===== src/rtl/core/edc_pkg.sv =====
// Shared types and constants for the exposure derivative compensation unit.
// Holds the register map, reset values and the configuration struct.
// No dependencies.
`default_nettype none

package edc_pkg;

	// Default counter saturation value and the register index width
	localparam int EDC_MAX_PIXELS = 65536;
	localparam int REG_IDX_W      = 3;
	localparam int REG_DATA_W     = 31;

	// Register indexes
	localparam logic [REG_IDX_W-1:0] REG_OVER_LEVEL      = 3'd0;
	localparam logic [REG_IDX_W-1:0] REG_UNDER_LEVEL     = 3'd1;
	localparam logic [REG_IDX_W-1:0] REG_OVER_FRACTION   = 3'd2;
	localparam logic [REG_IDX_W-1:0] REG_UNDER_FRACTION  = 3'd3;
	localparam logic [REG_IDX_W-1:0] REG_OVER_FLOOR      = 3'd4;
	localparam logic [REG_IDX_W-1:0] REG_OVER_GAIN       = 3'd5;
	localparam logic [REG_IDX_W-1:0] REG_UNDER_FLOOR     = 3'd6;
	localparam logic [REG_IDX_W-1:0] REG_UNDER_GAIN      = 3'd7;

	// Configuration register file
	typedef struct packed {
		logic [7:0]  over_level;
		logic [7:0]  under_level;
		logic [15:0] over_enable_fraction;
		logic [15:0] under_enable_fraction;
		logic [30:0] over_floor;
		logic [15:0] over_gain;
		logic [30:0] under_floor;
		logic [15:0] under_gain;
	} cfg_t;

	localparam cfg_t CFG_RESET = '{
		over_level:            8'd250,
		under_level:           8'd5,
		over_enable_fraction:  16'd6554,
		under_enable_fraction: 16'd6554,
		over_floor:            31'd65536,
		over_gain:             16'd256,
		under_floor:           31'd65536,
		under_gain:            16'd256
	};

endpackage

`default_nettype wire


===== src/rtl/core/edc_scale.sv =====
// One compensation class: clamp magnitude up to the floor, scale by a Q8.8 gain,
// truncate and saturate to the positive 31-bit range. Uses edc_pkg.
`default_nettype none

module edc_scale
	import edc_pkg::*;
(
	input  wire logic [31:0] mag,
	input  wire logic [30:0] floor_val,
	input  wire logic [15:0] gain,
	output logic      [30:0] result
);

	logic [31:0] clamped;
	logic [47:0] prod;
	logic [39:0] shifted;

	// Floor clamp, Q8.8 x Q16.16 product, drop 8 fraction bits, saturate
	always_comb begin
		clamped = (mag < {1'b0, floor_val}) ? {1'b0, floor_val} : mag;
		prod    = 48'(gain) * 48'(clamped);
		shifted = prod[47:8];
		result  = (|shifted[39:31]) ? {31{1'b1}} : shifted[30:0];
	end

endmodule

`default_nettype wire


===== src/rtl/core/edc_stats.sv =====
// Statistics pass counters and the latched compensation enables.
// Uses edc_pkg for the configuration struct.
`default_nettype none

module edc_stats
	import edc_pkg::*;
#(
	parameter int MAX_PIXELS = EDC_MAX_PIXELS
) (
	input  wire logic clk,
	input  wire logic arst_n,
	input  wire logic stat_item,
	input  wire logic last,
	input  wire logic is_over,
	input  wire logic is_under,
	input  wire cfg_t cfg,
	output logic      over_enabled,
	output logic      under_enabled
);

	localparam int CNT_W = $clog2(MAX_PIXELS + 1);
	localparam logic [CNT_W-1:0] MAX_CNT = CNT_W'(MAX_PIXELS);

	logic [CNT_W-1:0]    over_count_q, under_count_q, pixel_count_q;
	logic [CNT_W-1:0]    over_nxt, under_nxt, pixel_nxt;
	logic [CNT_W+15:0]   over_prod, under_prod;
	logic                over_hit, under_hit;
	logic                over_enabled_q, under_enabled_q;

	// Saturating counts including the current item
	always_comb begin
		pixel_nxt = (pixel_count_q < MAX_CNT) ? pixel_count_q + 1'b1 : pixel_count_q;
		over_nxt  = over_count_q;
		under_nxt = under_count_q;
		if (is_over) begin
			over_nxt = (over_count_q < MAX_CNT) ? over_count_q + 1'b1 : over_count_q;
		end else if (is_under) begin
			under_nxt = (under_count_q < MAX_CNT) ? under_count_q + 1'b1 : under_count_q;
		end
	end

	// Fraction test: count * 2^16 strictly above fraction * total
	always_comb begin
		over_prod  = (CNT_W+16)'(cfg.over_enable_fraction) * (CNT_W+16)'(pixel_nxt);
		under_prod = (CNT_W+16)'(cfg.under_enable_fraction) * (CNT_W+16)'(pixel_nxt);
		over_hit   = {over_nxt, 16'd0} > over_prod;
		under_hit  = {under_nxt, 16'd0} > under_prod;
	end

	always_ff @(posedge clk or negedge arst_n) begin
		if (!arst_n) begin
			over_count_q    <= '0;
			under_count_q   <= '0;
			pixel_count_q   <= '0;
			over_enabled_q  <= 1'b0;
			under_enabled_q <= 1'b0;
		end else if (stat_item) begin
			if (last) begin
				over_enabled_q  <= over_hit;
				under_enabled_q <= under_hit;
				over_count_q    <= '0;
				under_count_q   <= '0;
				pixel_count_q   <= '0;
			end else begin
				over_count_q  <= over_nxt;
				under_count_q <= under_nxt;
				pixel_count_q <= pixel_nxt;
			end
		end
	end

	assign over_enabled  = over_enabled_q;
	assign under_enabled = under_enabled_q;

	// Class counts never pass the pixel count, which never passes the limit
	a_over_le_total: assert property (@(posedge clk) disable iff (!arst_n)
		over_count_q <= pixel_count_q) else $error("over count above pixel count");
	a_under_le_total: assert property (@(posedge clk) disable iff (!arst_n)
		under_count_q <= pixel_count_q) else $error("under count above pixel count");
	a_total_le_max: assert property (@(posedge clk) disable iff (!arst_n)
		pixel_count_q <= MAX_CNT) else $error("pixel count above limit");

endmodule

`default_nettype wire


===== src/rtl/core/exposure_deriv_compensation_unit.sv =====
// Exposure derivative compensation unit, top level.
// Path: a compensation item passes the stage 1, stage 2 and stage 3 registers to the output.
// Throughput: one item per cycle while out_stall is low; the over and under multipliers sit in separate stages.
// Statistics items update counters at acceptance and produce no result.
// Reset clears counters, enables and pipeline valids; registers take their defaults.
// Uses edc_pkg, edc_stats and edc_scale.
`default_nettype none

module exposure_deriv_compensation_unit
	import edc_pkg::*;
#(
	parameter int MAX_PIXELS = EDC_MAX_PIXELS
) (
	input  wire logic                  clk,
	input  wire logic                  arst_n,
	// configuration write port
	input  wire logic                  wr_en,
	input  wire logic [REG_IDX_W-1:0]  wr_index,
	input  wire logic [REG_DATA_W-1:0] wr_data,
	// input channel
	input  wire logic                  in_valid,
	output logic                       in_stall,
	input  wire logic                  cmd,
	input  wire logic [7:0]            intensity,
	input  wire logic signed [31:0]    deriv_in,
	input  wire logic                  frame_end,
	// output channel
	output logic                       out_valid,
	input  wire logic                  out_stall,
	output logic signed [31:0]         deriv_out,
	output logic                       over_applied,
	output logic                       under_applied,
	output logic                       pass_end
);

	cfg_t cfg_q;

	// Register writes
	always_ff @(posedge clk or negedge arst_n) begin
		if (!arst_n) begin
			cfg_q <= CFG_RESET;
		end else if (wr_en) begin
			unique case (wr_index)
				REG_OVER_LEVEL:     cfg_q.over_level            <= wr_data[7:0];
				REG_UNDER_LEVEL:    cfg_q.under_level           <= wr_data[7:0];
				REG_OVER_FRACTION:  cfg_q.over_enable_fraction  <= wr_data[15:0];
				REG_UNDER_FRACTION: cfg_q.under_enable_fraction <= wr_data[15:0];
				REG_OVER_FLOOR:     cfg_q.over_floor            <= wr_data[30:0];
				REG_OVER_GAIN:      cfg_q.over_gain             <= wr_data[15:0];
				REG_UNDER_FLOOR:    cfg_q.under_floor           <= wr_data[30:0];
				REG_UNDER_GAIN:     cfg_q.under_gain            <= wr_data[15:0];
				default: ;
			endcase
		end
	end

	// Handshake: each stage moves when it is empty or the next one moves
	logic valid_s1, valid_s2, valid_s3;
	logic rdy1, rdy2, rdy3;
	logic accept;

	assign rdy3     = !valid_s3 || !out_stall;
	assign rdy2     = !valid_s2 || rdy3;
	assign rdy1     = !valid_s1 || rdy2;
	assign in_stall = !rdy1;
	assign accept   = in_valid && rdy1;

	// Pixel classification
	logic is_over, is_under;
	logic over_enabled, under_enabled;

	assign is_over  = intensity >= cfg_q.over_level;
	assign is_under = intensity <= cfg_q.under_level;

	edc_stats #(
		.MAX_PIXELS(MAX_PIXELS)
	) u_stats (
		.clk          (clk),
		.arst_n       (arst_n),
		.stat_item    (accept && !cmd),
		.last         (frame_end),
		.is_over      (is_over),
		.is_under     (is_under),
		.cfg          (cfg_q),
		.over_enabled (over_enabled),
		.under_enabled(under_enabled)
	);

	// Stage 1: input register, enables sampled with the item
	logic [31:0] deriv_s1;
	logic        do_over_s1, do_under_s1, last_s1;

	always_ff @(posedge clk or negedge arst_n) begin
		if (!arst_n) begin
			valid_s1 <= 1'b0;
		end else if (rdy1) begin
			valid_s1 <= in_valid && cmd;
		end
	end

	always_ff @(posedge clk) begin
		if (accept) begin
			deriv_s1    <= deriv_in;
			do_over_s1  <= over_enabled && is_over;
			do_under_s1 <= under_enabled && is_under;
			last_s1     <= frame_end;
		end
	end

	// Over compensation on the two's complement magnitude
	logic [31:0] mag_s1;
	logic [30:0] over_res;

	assign mag_s1 = deriv_s1[31] ? (~deriv_s1 + 32'd1) : deriv_s1;

	edc_scale u_over (
		.mag      (mag_s1),
		.floor_val(cfg_q.over_floor),
		.gain     (cfg_q.over_gain),
		.result   (over_res)
	);

	// Stage 2
	logic [31:0] mag_s2, res_s2;
	logic        over_s2, do_under_s2, last_s2;

	always_ff @(posedge clk or negedge arst_n) begin
		if (!arst_n) begin
			valid_s2 <= 1'b0;
		end else if (rdy2) begin
			valid_s2 <= valid_s1;
		end
	end

	always_ff @(posedge clk) begin
		if (rdy2 && valid_s1) begin
			mag_s2      <= do_over_s1 ? {1'b0, over_res} : mag_s1;
			res_s2      <= do_over_s1 ? {1'b0, over_res} : deriv_s1;
			over_s2     <= do_over_s1;
			do_under_s2 <= do_under_s1;
			last_s2     <= last_s1;
		end
	end

	// Under compensation works on the over result, or on the magnitude when over is not applied
	logic [30:0] under_res;

	edc_scale u_under (
		.mag      (mag_s2),
		.floor_val(cfg_q.under_floor),
		.gain     (cfg_q.under_gain),
		.result   (under_res)
	);

	// Stage 3: result register
	logic [31:0] res_s3;
	logic        over_s3, under_s3, last_s3;

	always_ff @(posedge clk or negedge arst_n) begin
		if (!arst_n) begin
			valid_s3 <= 1'b0;
		end else if (rdy3) begin
			valid_s3 <= valid_s2;
		end
	end

	always_ff @(posedge clk) begin
		if (rdy3 && valid_s2) begin
			res_s3   <= do_under_s2 ? {1'b0, under_res} : res_s2;
			over_s3  <= over_s2;
			under_s3 <= do_under_s2;
			last_s3  <= last_s2;
		end
	end

	assign out_valid     = valid_s3;
	assign deriv_out     = res_s3;
	assign over_applied  = over_s3;
	assign under_applied = under_s3;
	assign pass_end      = last_s3;

	// A compensated result is a saturated magnitude, never negative
	a_over_nonneg: assert property (@(posedge clk) disable iff (!arst_n)
		valid_s3 && over_s3 |-> !res_s3[31]) else $error("over result negative");
	a_under_nonneg: assert property (@(posedge clk) disable iff (!arst_n)
		valid_s3 && under_s3 |-> !res_s3[31]) else $error("under result negative");
	// A stage holding an item that cannot move keeps it
	a_s2_hold: assert property (@(posedge clk) disable iff (!arst_n)
		valid_s2 && !rdy3 |=> valid_s2 && $stable(res_s2)) else $error("stage 2 item lost");

endmodule

`default_nettype wire

===== config.mk =====
export PLATFORM = sky130hd
export DESIGN_NAME = exposure_deriv_compensation_unit
export DESIGN_NICKNAME = d
export VERILOG_FILES = /design/src/rtl/core/edc_pkg.sv /design/src/rtl/core/edc_scale.sv /design/src/rtl/core/edc_stats.sv /design/src/rtl/core/exposure_deriv_compensation_unit.sv
export SDC_FILE = /design/constraint.sdc
export NUM_CORES = 2
export LEC_CHECK = 0
export ABC_CLOCK_PERIOD_IN_PS = 10580
export BUFFER_PORTS_ARGS = -buffer_cell sky130_fd_sc_hd__clkbuf_2
export CAP_MARGIN = 0
export CORE_MARGIN = 3
export CORE_UTILIZATION = 35
export DETAILED_ROUTE_END_ITERATION = 6
export HOLD_SLACK_MARGIN = 0.02
export PLACE_DENSITY = 0.5
export SLEW_MARGIN = 15
export SYNTH_ARGS = -nofsm -noshare
export SYNTH_HDL_FRONTEND = slang
export SYNTH_SLANG_ARGS = --single-unit
export TNS_END_PERCENT = 1

===== constraint.sdc =====
create_clock -name clk -period 10.58 [get_ports clk]
set_clock_uncertainty 0.15 [all_clocks]
set_input_delay 0.529 -clock clk [delete_from_list [all_inputs] [get_ports clk]]
set_output_delay 0.529 -clock clk [all_outputs]
set_load 0.01 [all_outputs]

==> results.toml <==
[sta]
setup_viol = 61
slew_violations = 0
worstMarginPinSlew_ns = 1.05
finalSetupTns_ns = -7.75
min_period_ns = 10.76
period_share = 1.02
rsz0062_at_grt = "yes"
hold_viol = 0
fmax_ghz = 0.0929
slew_headroom = 0.297
worst_slack_ns = -0.181

[grt]
antenna_found_initial = 14
globalRouteOverflowTotal = 0
grt_pass1_vias = 54800
grt_usage = 0.215
grt_start_max_net_pins = 78
grt_pass1_wl_um = 328000

[cts]
worstSkewPairLatency_ns = 0.60
cts_buffers = 39
clockBufferDepth = 3
clkSinkCount = 334
cts-root-buf = "clkbuf_16"
clk_pin_slew_ns = 0.06
htreeDepth = 2
cts_tree = "built"

[yosys]
synth_nets = 9303
ys.flop_type = "dfrtp_1"
ys_warn_count = 0
ys_ff_latch = 334
syn_avg_cell_area_um2 = 9.01
synth_cells = 7414
async_flop_share = 0.593
synth_edf_count = 136
ys_seq_area_frac = 0.136
synth.distinct_cells = 79
syn_area_um2 = 66800

[route]
via_count = 51100
drt-total-wl_um = 209000
drtPass1Iterations = 6
ant_nets = 0
route.detailed.drc = 0
wl_per_cell_um = 20.4
viasPerCell = 4.97
drtIter0Drc = 3009

[critical_path]
worstPathArrival_ns = 10.96
crit_end = "res_s2[1]$_DFFE_PP_"
end_kind = "flip-flop"
max_stage_delay_ns = 0.57
cp.required_ns = 10.78
crit_slowest_cell = "fa_1"
critical_path_class = "flip-flop to flip-flop"
rrSetupSlack_ns = -0.18
r2r-end = "res_s2[1]$_DFFE_PP_"
r2r_cells = 45
critPathLaunch = "deriv_s1[8]$_DFFE_PP_"
startpoint_type = "flip-flop"
crit_path_max_fanout = 22
reg2reg_from = "deriv_s1[8]$_DFFE_PP_"
cp_common_cell = "fa_1"

[finish]
final_cell_mix = "1410 x inv_1, 1245 x fa_1, 1231 x nand2_1"
final_nets = 9627
multi_input_area_um2 = 52100
area_growth_pct = 13.6
fillCellCount = 18800
drive_above_1_share = 0.128
final_cells = 10300
regArea_um2 = 9080
layout_commonest_cell = "inv_1"
utilization = 0.402

[floorplan]
die_y_um = 443
start_util = 0.354
dieArea_um2 = 196000
die_w_um = 443
core_um2 = 189000
num_rows = 159
ioPinCount = 118

[hold_path]
hold_path_class = "input pin to flip-flop"

[place]
routabilityCongestion = 0.901
pre_cts_ws_ns = -0.443
placed_cells = 10100
portBuffers = 117
hpwl_um = 168000

[run_status]
violations = "setup timing"
status = "finished, violations left"

[run]
drv_cap = 0
## cell usage after synthesis, drive strengths merged (8+ instances only)
cell type | instances | area, um^2
a22o | 22 | 193
inv | 1416 | 5320
a211oi | 16 | 120
nor2b | 41 | 257
and3 | 27 | 169
dfstp | 26 | 683
mux2 | 103 | 1160
nor4 | 16 | 121
mux2i | 13 | 130
and2 | 569 | 3560
xnor2 | 117 | 1020
o21bai | 21 | 158
nand2b | 34 | 220
nand3 | 64 | 320
a221o | 8 | 80.1
a31oi | 12 | 75.1
dfrtp | 172 | 4300
xor2 | 74 | 648
o21ai | 205 | 1030
clkbuf | 320 | 1200
a21o | 117 | 878
ha | 558 | 6980
fa | 1250 | 25000
o21a | 26 | 195
nor2 | 311 | 1170
edfxtp | 136 | 4080
nand4 | 52 | 325
buf | 32 | 130
nor3 | 38 | 190
nand2 | 1240 | 4650
o41ai | 9 | 86.3
o31ai | 19 | 143
a21oi | 235 | 1190
or3 | 10 | 62.6
## repair_timing
item | in CTS | in global routing
gates cloned | 1 | 4
setup buffers | 2 | 20
resized for setup | 62 | 160
hold buffers | 24 | 0
pin swaps | 10 | 103
setup endpoints to repair | 64 | 94
endpoints found under the hold margin | 89 | 0
## registers in the layout (all words and copies together) (netlist names), 17 cells and up
name,cells
u_stats.under_count_q,17
deriv_out,32
deriv_s1,32
cfg_q,142
u_stats.over_count_q,17
mag_s2,32
res_s2,31
u_stats.pixel_count_q,17
## cell families after synthesis
group	share of synthesized area
fa+ha+maj	0.479
xor+xnor	0.0250
buf+inv	0.0995
simple gates	0.170
flops	0.136
compound gates	0.0710
mux	0.0193
## per-stage QoR
| stage | area, um^2 | hold slack, ns |
|---|---|---|
| 2_1_floorplan | 66800 | 0.0834 |
| 3_3_place_gp | 73100 | 0.254 |
| 3_5_place_dp | 73100 | 0.269 |
| 4_1_cts | 74900 | 0.0232 |
| 5_1_grt | 75900 | 0.0541 |
| 6_report | 75900 | 0.0645 |
## area by class of cell
type / count / area share
diodes: 3 / 0.0000989
clock buffers: 51 / 0.0141
clock inverters: 21 / 0.00315
inverters: 1416 / 0.0701
multi-input cells: 5312 / 0.687
flip-flops and latches: 334 / 0.120
well taps: 2495 / 0.0411
repair buffers: 635 / 0.0649
## layer usage
layer / routed length (um) / up-vias / share of wire / GRT usage
met5: 0 / - / 0 / 0
met4: 7510 / 0 / 0.036 / 0.0665
met3: 8490 / 236 / 0.041 / 0.0166
met2: 100000 / 1181 / 0.48 / 0.362
met1: 93200 / 26300 / 0.45 / 0.295
li1: - / 23400 / - / -
## worst max-delay path, delay by kind of cell, from the launching register on
| kind | cells | cell delay (ns) |
|---|---|---|
| and+or+nand+nor | 12 | 1.75 |
| AOI/OAI and AO/OA | 13 | 2.96 |
| buffers and inverters | 11 | 1.48 |
| xor gates and xnor gates | 1 | 0.19 |
| DFF | 1 | 0.38 |
| adders and majority gates | 8 | 3.61 |
## how the worst min path moves through the flow
stage	start	slack [ns]	endpoint	depth (start not counted)
4_1_cts	wr_data[26]	0.02	cfg_q[89]$_DFFE_PN0P_	3
3_5_place_dp	over_s2$_DFFE_PP_	0.27	over_applied$_DFFE_PP_	0
3_3_place_gp	last_s1$_DFFE_PP_	0.25	last_s2$_DFFE_PP_	0
2_1_floorplan	arst_n	0.08	cfg_q[0]$_DFFE_PN0P_	0
6_report	wr_data[26]	0.06	cfg_q[89]$_DFFE_PN0P_	3
5_1_grt	wr_data[26]	0.05	cfg_q[89]$_DFFE_PN0P_	3
Power is left out: the tool's default activity adds up to more than one toggle a clock period on the data nets, which glitch-free logic cannot reach.
